File: src/rwsub_pkg.sv
// Shared types, constants and dictionary tables of the word substituter.
// No dependencies.
`default_nettype none
package rwsub_pkg;

    localparam int WIN_DEPTH = 32;
    localparam int WIN_AW    = $clog2(WIN_DEPTH);
    localparam int TXT_MAX   = 30;
    localparam logic [2:0] ACTIVE_WORDS = 3'd5;

    localparam logic [1:0] CFG_DIRECTION = 2'd0;
    localparam logic [1:0] CFG_LIMIT     = 2'd1;

    typedef struct packed {
        logic [7:0]  out_byte;
        logic        out_present;
        logic        finished;
        logic [15:0] total_length;
        logic        overflow;
    } rwsub_res_t;

    typedef struct packed {
        logic push;
        logic flush;
    } rwsub_qctl_t;

    localparam logic [8*TXT_MAX-1:0] W0 = "<HTML>";
    localparam logic [8*TXT_MAX-1:0] E0 = "&#60;&#72;&#84;&#77;&#76;&#62;";
    localparam logic [8*TXT_MAX-1:0] W1 = "<DIV>";
    localparam logic [8*TXT_MAX-1:0] E1 = "&#60;&#68;&#73;&#86;&#62;";
    localparam logic [8*TXT_MAX-1:0] W2 = "SELECT";
    localparam logic [8*TXT_MAX-1:0] E2 = "&#83;&#69;&#76;&#69;&#67;&#84;";
    localparam logic [8*TXT_MAX-1:0] W3 = "INSERT";
    localparam logic [8*TXT_MAX-1:0] E3 = "&#73;&#78;&#83;&#69;&#82;&#84;";
    localparam logic [8*TXT_MAX-1:0] W4 = "CREATE";
    localparam logic [8*TXT_MAX-1:0] E4 = "&#67;&#82;&#69;&#65;&#84;&#69;";

    // column 0 is the word, column 1 the entity text
    function automatic logic [4:0] txt_len(input logic col, input logic [2:0] e);
        logic [4:0] l;
        case (e)
            3'd1:    l = col ? 5'd25 : 5'd5;
            3'd0, 3'd2, 3'd3, 3'd4: l = col ? 5'd30 : 5'd6;
            default: l = 5'd1;
        endcase
        return l;
    endfunction

    function automatic logic [7:0] txt_byte(input logic col, input logic [2:0] e,
                                            input logic [4:0] k);
        logic [8*TXT_MAX-1:0] s;
        logic [4:0] idx;
        case ({col, e})
            4'b0_000: s = W0;
            4'b1_000: s = E0;
            4'b0_001: s = W1;
            4'b1_001: s = E1;
            4'b0_010: s = W2;
            4'b1_010: s = E2;
            4'b0_011: s = W3;
            4'b1_011: s = E3;
            4'b0_100: s = W4;
            4'b1_100: s = E4;
            default:  s = '0;
        endcase
        idx = txt_len(col, e) - 5'd1 - k;
        return s[{idx, 3'b000} +: 8];
    endfunction

endpackage
`default_nettype wire

File: src/rwsub_outq.sv
// Result staging: one held word plus the output register, so run_last can
// be set on the last word of an item. Depends on rwsub_pkg.
`default_nettype none
module rwsub_outq (
    input  wire logic               clk,
    input  wire logic               rst_n,
    input  wire rwsub_pkg::rwsub_qctl_t ctl,
    input  wire rwsub_pkg::rwsub_res_t  res,
    output logic                    free,
    output logic                    out_valid,
    input  wire logic               out_stall,
    output logic [7:0]              out_byte,
    output logic                    out_present,
    output logic                    run_last,
    output logic                    finished,
    output logic [15:0]             total_length,
    output logic                    overflow
);
    rwsub_pkg::rwsub_res_t hold_reg, out_reg;
    logic hold_v_reg, out_v_reg, last_reg;

    assign free = !out_v_reg || !out_stall;

    always_ff @(posedge clk or negedge rst_n)
    begin
        if (!rst_n)
        begin
            hold_v_reg <= 1'b0;
            out_v_reg  <= 1'b0;
        end
        else
        begin
            if ((ctl.push || ctl.flush) && hold_v_reg)
                out_v_reg <= 1'b1;
            else if (!out_stall)
                out_v_reg <= 1'b0;
            if (ctl.push)
                hold_v_reg <= 1'b1;
            else if (ctl.flush)
                hold_v_reg <= 1'b0;
        end
    end

    always_ff @(posedge clk)
    begin
        if (ctl.push)
            hold_reg <= res;
        if ((ctl.push || ctl.flush) && hold_v_reg)
        begin
            out_reg  <= hold_reg;
            last_reg <= ctl.flush;
        end
    end

    assign out_valid    = out_v_reg;
    assign out_byte     = out_reg.out_byte;
    assign out_present  = out_reg.out_present;
    assign run_last     = last_reg;
    assign finished     = out_reg.finished;
    assign total_length = out_reg.total_length;
    assign overflow     = out_reg.overflow;
endmodule
`default_nettype wire

File: config.mk
export PLATFORM = sky130hd
export DESIGN_NAME = rwsub_outq
export DESIGN_NICKNAME = d
export VERILOG_FILES = /design/src/rwsub_pkg.sv /design/src/rwsub_outq.sv
export SDC_FILE = /design/constraint.sdc
export NUM_CORES = 1
export LEC_CHECK = 0
export BUFFER_PORTS_ARGS = -buffer_cell sky130_fd_sc_hd__buf_4
export CORE_ASPECT_RATIO = 1.5
export CORE_MARGIN = 2
export CORE_UTILIZATION = 43
export CTS_CLUSTER_SIZE = 40
export DETAILED_ROUTE_END_ITERATION = 7
export GPL_ROUTABILITY_DRIVEN = 0
export PLACE_DENSITY = 0.79
export RECOVER_POWER = 25
export SLEW_MARGIN = 20
export SYNTH_ARGS = -nofsm -noshare
export SYNTH_HDL_FRONTEND = slang
export SYNTH_SLANG_ARGS = --single-unit
export TNS_END_PERCENT = 10
File: constraint.sdc
create_clock -name clk -period 1.5 [get_ports clk]
set_input_delay 0.15 -clock clk [delete_from_list [all_inputs] [get_ports clk]]
set_output_delay 0.15 -clock clk [all_outputs]
set_load 0.01 [all_outputs]
# Word level (Yosys, flattened, before mapping)
# Cells that the tools add are included.
# Widths: inputs -> output; s select.
dict set report totals {
  reg_bits 57
  latchBits 0
  ram_bits 0
  romBits 0
  output_inout_bits 30
  elab_cells 24
  n_memories 0
}
dict set report classes {
  addsub 0
  n_mul 0
  div_mod_pow 0
  magnitude_cmp 0
  eq_ne 1
  shifts 0
  n_mux 4
  bitwise_logic 0
  reduce_logical 6
}
# operator count
set ops {}
lappend ops {{$mux 1} 4}
lappend ops {{$logic_not 1->1} 2}
lappend ops {{$logic_or 1x1->1} 2}
lappend ops {{$ne 2x1->1 const B} 1}
lappend ops {{$reduce_bool 2->1} 1}
lappend ops {{$logic_and 1x1->1} 1}

# Longest topological paths before layout
dict set report logic_depth {
  word_depth 3
  mapped_depth 2
}

# Least setup slack after synthesis
# Ideal clock, no wire load.
dict set report synth_path {
  path_type {reg-to-reg}
  from {reg hold_v_reg}
  to {reg out_reg (netlist bit finished) (enable)}
  arrival_time_ns 1.034
  setup_slack_ns 0.079
  stages_incl_launch_ff 2
  n_path_buf 0
  period_less_slack_ns 1.421
  cell_sequence {dfrtp_1 o21a_1}
}
dict set report synth_via {
  elab_chain_cells 1
}
# item line
set synth_rtl {}
lappend synth_rtl {{start, declared} rwsub_outq.sv:20} ;# logic hold_v_reg, out_v_reg, last_reg;
lappend synth_rtl {{start signal, assigned} rwsub_outq.sv:28} ;# hold_v_reg <= 1'b0;
lappend synth_rtl {{start signal, assigned} rwsub_outq.sv:38} ;# hold_v_reg <= 1'b1;
lappend synth_rtl {{start signal, assigned} rwsub_outq.sv:40} ;# hold_v_reg <= 1'b0;
lappend synth_rtl {{$logic_and 1x1->1} rwsub_outq.sv:48} ;# if ((ctl.push || ctl.flush) && hold_v_reg)
lappend synth_rtl {{end signal, assigned} rwsub_outq.sv:50} ;# out_reg <= hold_reg;
lappend synth_rtl {{end, declared} rwsub_outq.sv:19} ;# rwsub_pkg::rwsub_res_t hold_reg, out_reg;
# Every way passes these cells.
# A chain may end at the register's enable or synchronous reset.

# Worst setup path after layout
dict set report layout_path {
  from {reg out_v_reg, in the netlist out_valid}
  to {out free}
}
dict set report layout_via {
  elab_chain_cells 2
}
# item line
set layout_rtl {}
lappend layout_rtl {{start, declared} rwsub_outq.sv:20}
lappend layout_rtl {{start signal, assigned} rwsub_outq.sv:29} ;# out_v_reg <= 1'b0;
lappend layout_rtl {{start signal, assigned} rwsub_outq.sv:34} ;# out_v_reg <= 1'b1;
lappend layout_rtl {{start signal, assigned} rwsub_outq.sv:36} ;# out_v_reg <= 1'b0;
lappend layout_rtl {{$logic_not 1->1} rwsub_outq.sv:22} ;# assign free = !out_v_reg || !out_stall;
lappend layout_rtl {{$logic_or 1x1->1} rwsub_outq.sv:22}
lappend layout_rtl {{end, declared} rwsub_outq.sv:9} ;# output logic free,
# Every way passes these cells.

==> run metrics <==
max cap viols=0; syn_nets=94; layout cells sized above 1=46.1%; PortBufs=61; Rows=28; mean area per synthesized cell=27.9 µm²; RSZ-0062 raised after global routing=no; DR vias/cell=4.35; Fin Setup TNS=0 ns; slew at the pin with the worst max-slew slack=0.705 ns; CTS Buf Count=9; max FFs per register=27; Synth area leaders=edfxtp_1 (95%), dfrtp_1 (2.9%), a21o_2 (0.51%), o21a_1 (0.43%), nand2b_1 (0.36%); status=completed; fin area=2540 µm²; Gates resized, CTS repair=0; die width=55.8 µm; CP Launch Type=register; CP Class=reg -> out; DR vias=866; Clock Tree Buf Depth=2; Post-Syn Area=1730 µm²; Total Wirelength=2850 µm; Ports=62; FF+latch count, synth=57; final std cells w/o fill=199; Final Slew Violations=0; CTS tree=done; Synth Flop Type=edfxtp_1; TritonRoute pass-1 iters=4; count of final setup violators=0; antenna violations before repair=0; Final Net Count=181; Pwr Density=1300 nW/µm²; Hold Vio Cnt, Final=0; commonest cells in the netlist=edfxtp_1 (55), dfrtp_1 (2); worst-path maximum fanout=2; Avg WL per Cell=14.3 µm; Detail Route Antenna Nets=0; TritonCTS Sinks=57; DR iter-0 viols=20; synthesized instance count=62; Tcrit/Tclk final=71.1%; Die H=81.7 µm; Initial Util=44.5%; die area=4560 µm²; n_diodes=0; top cell type by total area after synthesis=edfxtp_1; most common cell in the synthesized netlist=edfxtp_1; GRT Total Usage=13.0%; insertion delay to the later sink of the worst-skew pair=0.32 ns; WP data required=1.35 ns; Yosys cell types=7; Max Fclk=0.938 GHz; asr flop ratio synth=3.51%; fin crit period=1.07 ns; hold slack=0.0334 ns; Ys Warns=0; Cells after DPL=170; Leak=0.00100 µW; fill count=276; pin count of the biggest net entering global routing=29; top-area cell type share of the netlist area=95.4%; CP arrival=0.92 ns; Max Clock Skew=0.00452 ns; Root Driver=clkbuf_8; core area=3890 µm²; Post-synth EDFFs=55; Crit. End Element=primary output; Overall Power=3310 µW; overflow left after global routing=0; Hold WC Path Type=in -> reg; DRC errors left=0; global-route wire length before repair=4130 µm; maximum vdd drop=0.977 mV; area growth from synthesis to layout=46.9%; Placed Area=2270 µm²; CTS clk-pin slew, worst paths=0.05 ns; headroom to the max-slew limit=53.0%; H-tree depth=3; sequential share of the synthesized area=98.3%; number of global-route vias before repair=867
## through the flow
step | util, % | worst slack [ns]
finish | 65.4 | 0.434
detailed placement | 58.5 | 0.441
floorplan | - | 0.0794
global placement | 58.5 | 0.495
global route | 65.4 | 0.376
CTS | 64.6 | 0.415
## placed cells by master (no fill, tap or decap)
cell type / synthesis / final
o21a_1: 1 / 1
nand2b_1: 1 / 1
buf_12: 0 / 1
nand2_1: 1 / 1
edfxtp_1: 55 / 55
clkbuf_2: 0 / 1
buf_4: 0 / 43
a21o_2: 1 / 1
clkbuf_4: 0 / 16
clkbuf_1: 0 / 9
dlygate4sd3_1: 0 / 13
clkbuf_8: 0 / 9
dfrtp_1: 2 / 2
inv_1: 1 / 1
## final timing paths
kind,start,end,slack [ns],cells past startpoint
setup reg to reg,hold_v_reg,total_length[13],0.44,2
hold / removal,res[0],hold_reg[0],0.03,1
min in group asynchronous,rst_n,hold_v_reg,0.16,2
setup / recovery,out_valid,free,0.43,2
hold reg to reg,hold_reg[13],total_length[12],0.42,0
max in group asynchronous,rst_n,out_valid,1.21,2
## power breakdown
part | switching [µW] | internal, µW
registers | 33.6 | 1900
logic | 122 | 160
clock network | 490 | 604
total | 645 | 2670
## cells by family after synthesis
group	share of synthesized area [%]
and+or+nand+nor	0.578
DFF	98.3
buffers and inverters	0.217
AOI/OAI and AO/OA	0.940
## critical path, cell delays in order (launching register included)
cell     delay [ns]
dfrtp_1        0.38
nand2_1        0.10
buf_4          0.13
## layer usage
metal | vias to the layer above | GRT usage [%] | routed length, µm
met1 | 400 | 12.3 | 969
met4 | 0 | 7.38 | 75
met3 | 7 | 5.98 | 213
met5 | - | 0 | 0
li1 | 421 | - | -
met2 | 38 | 23.2 | 1590
## area by class of cell
class | instances | area, µm² | area share [%]
inverter | 1 | 3.75 | 0.148
tap | 45 | 56.3 | 2.21
sequential | 57 | 1700 | 66.9
clock buffer | 16 | 150 | 5.90
multi-input combinational | 4 | 26.3 | 1.03
timing repair buffer | 76 | 606 | 23.8
## what timing repair did
action / 4_1_cts / 5_1_grt
endpoints found under the setup margin: 0 / 0
endpoints found under the hold margin: 10 / 4
hold buffers: 9 / 4
buffers inserted: 0 / 0
Power figures use the tool's default switching activity.
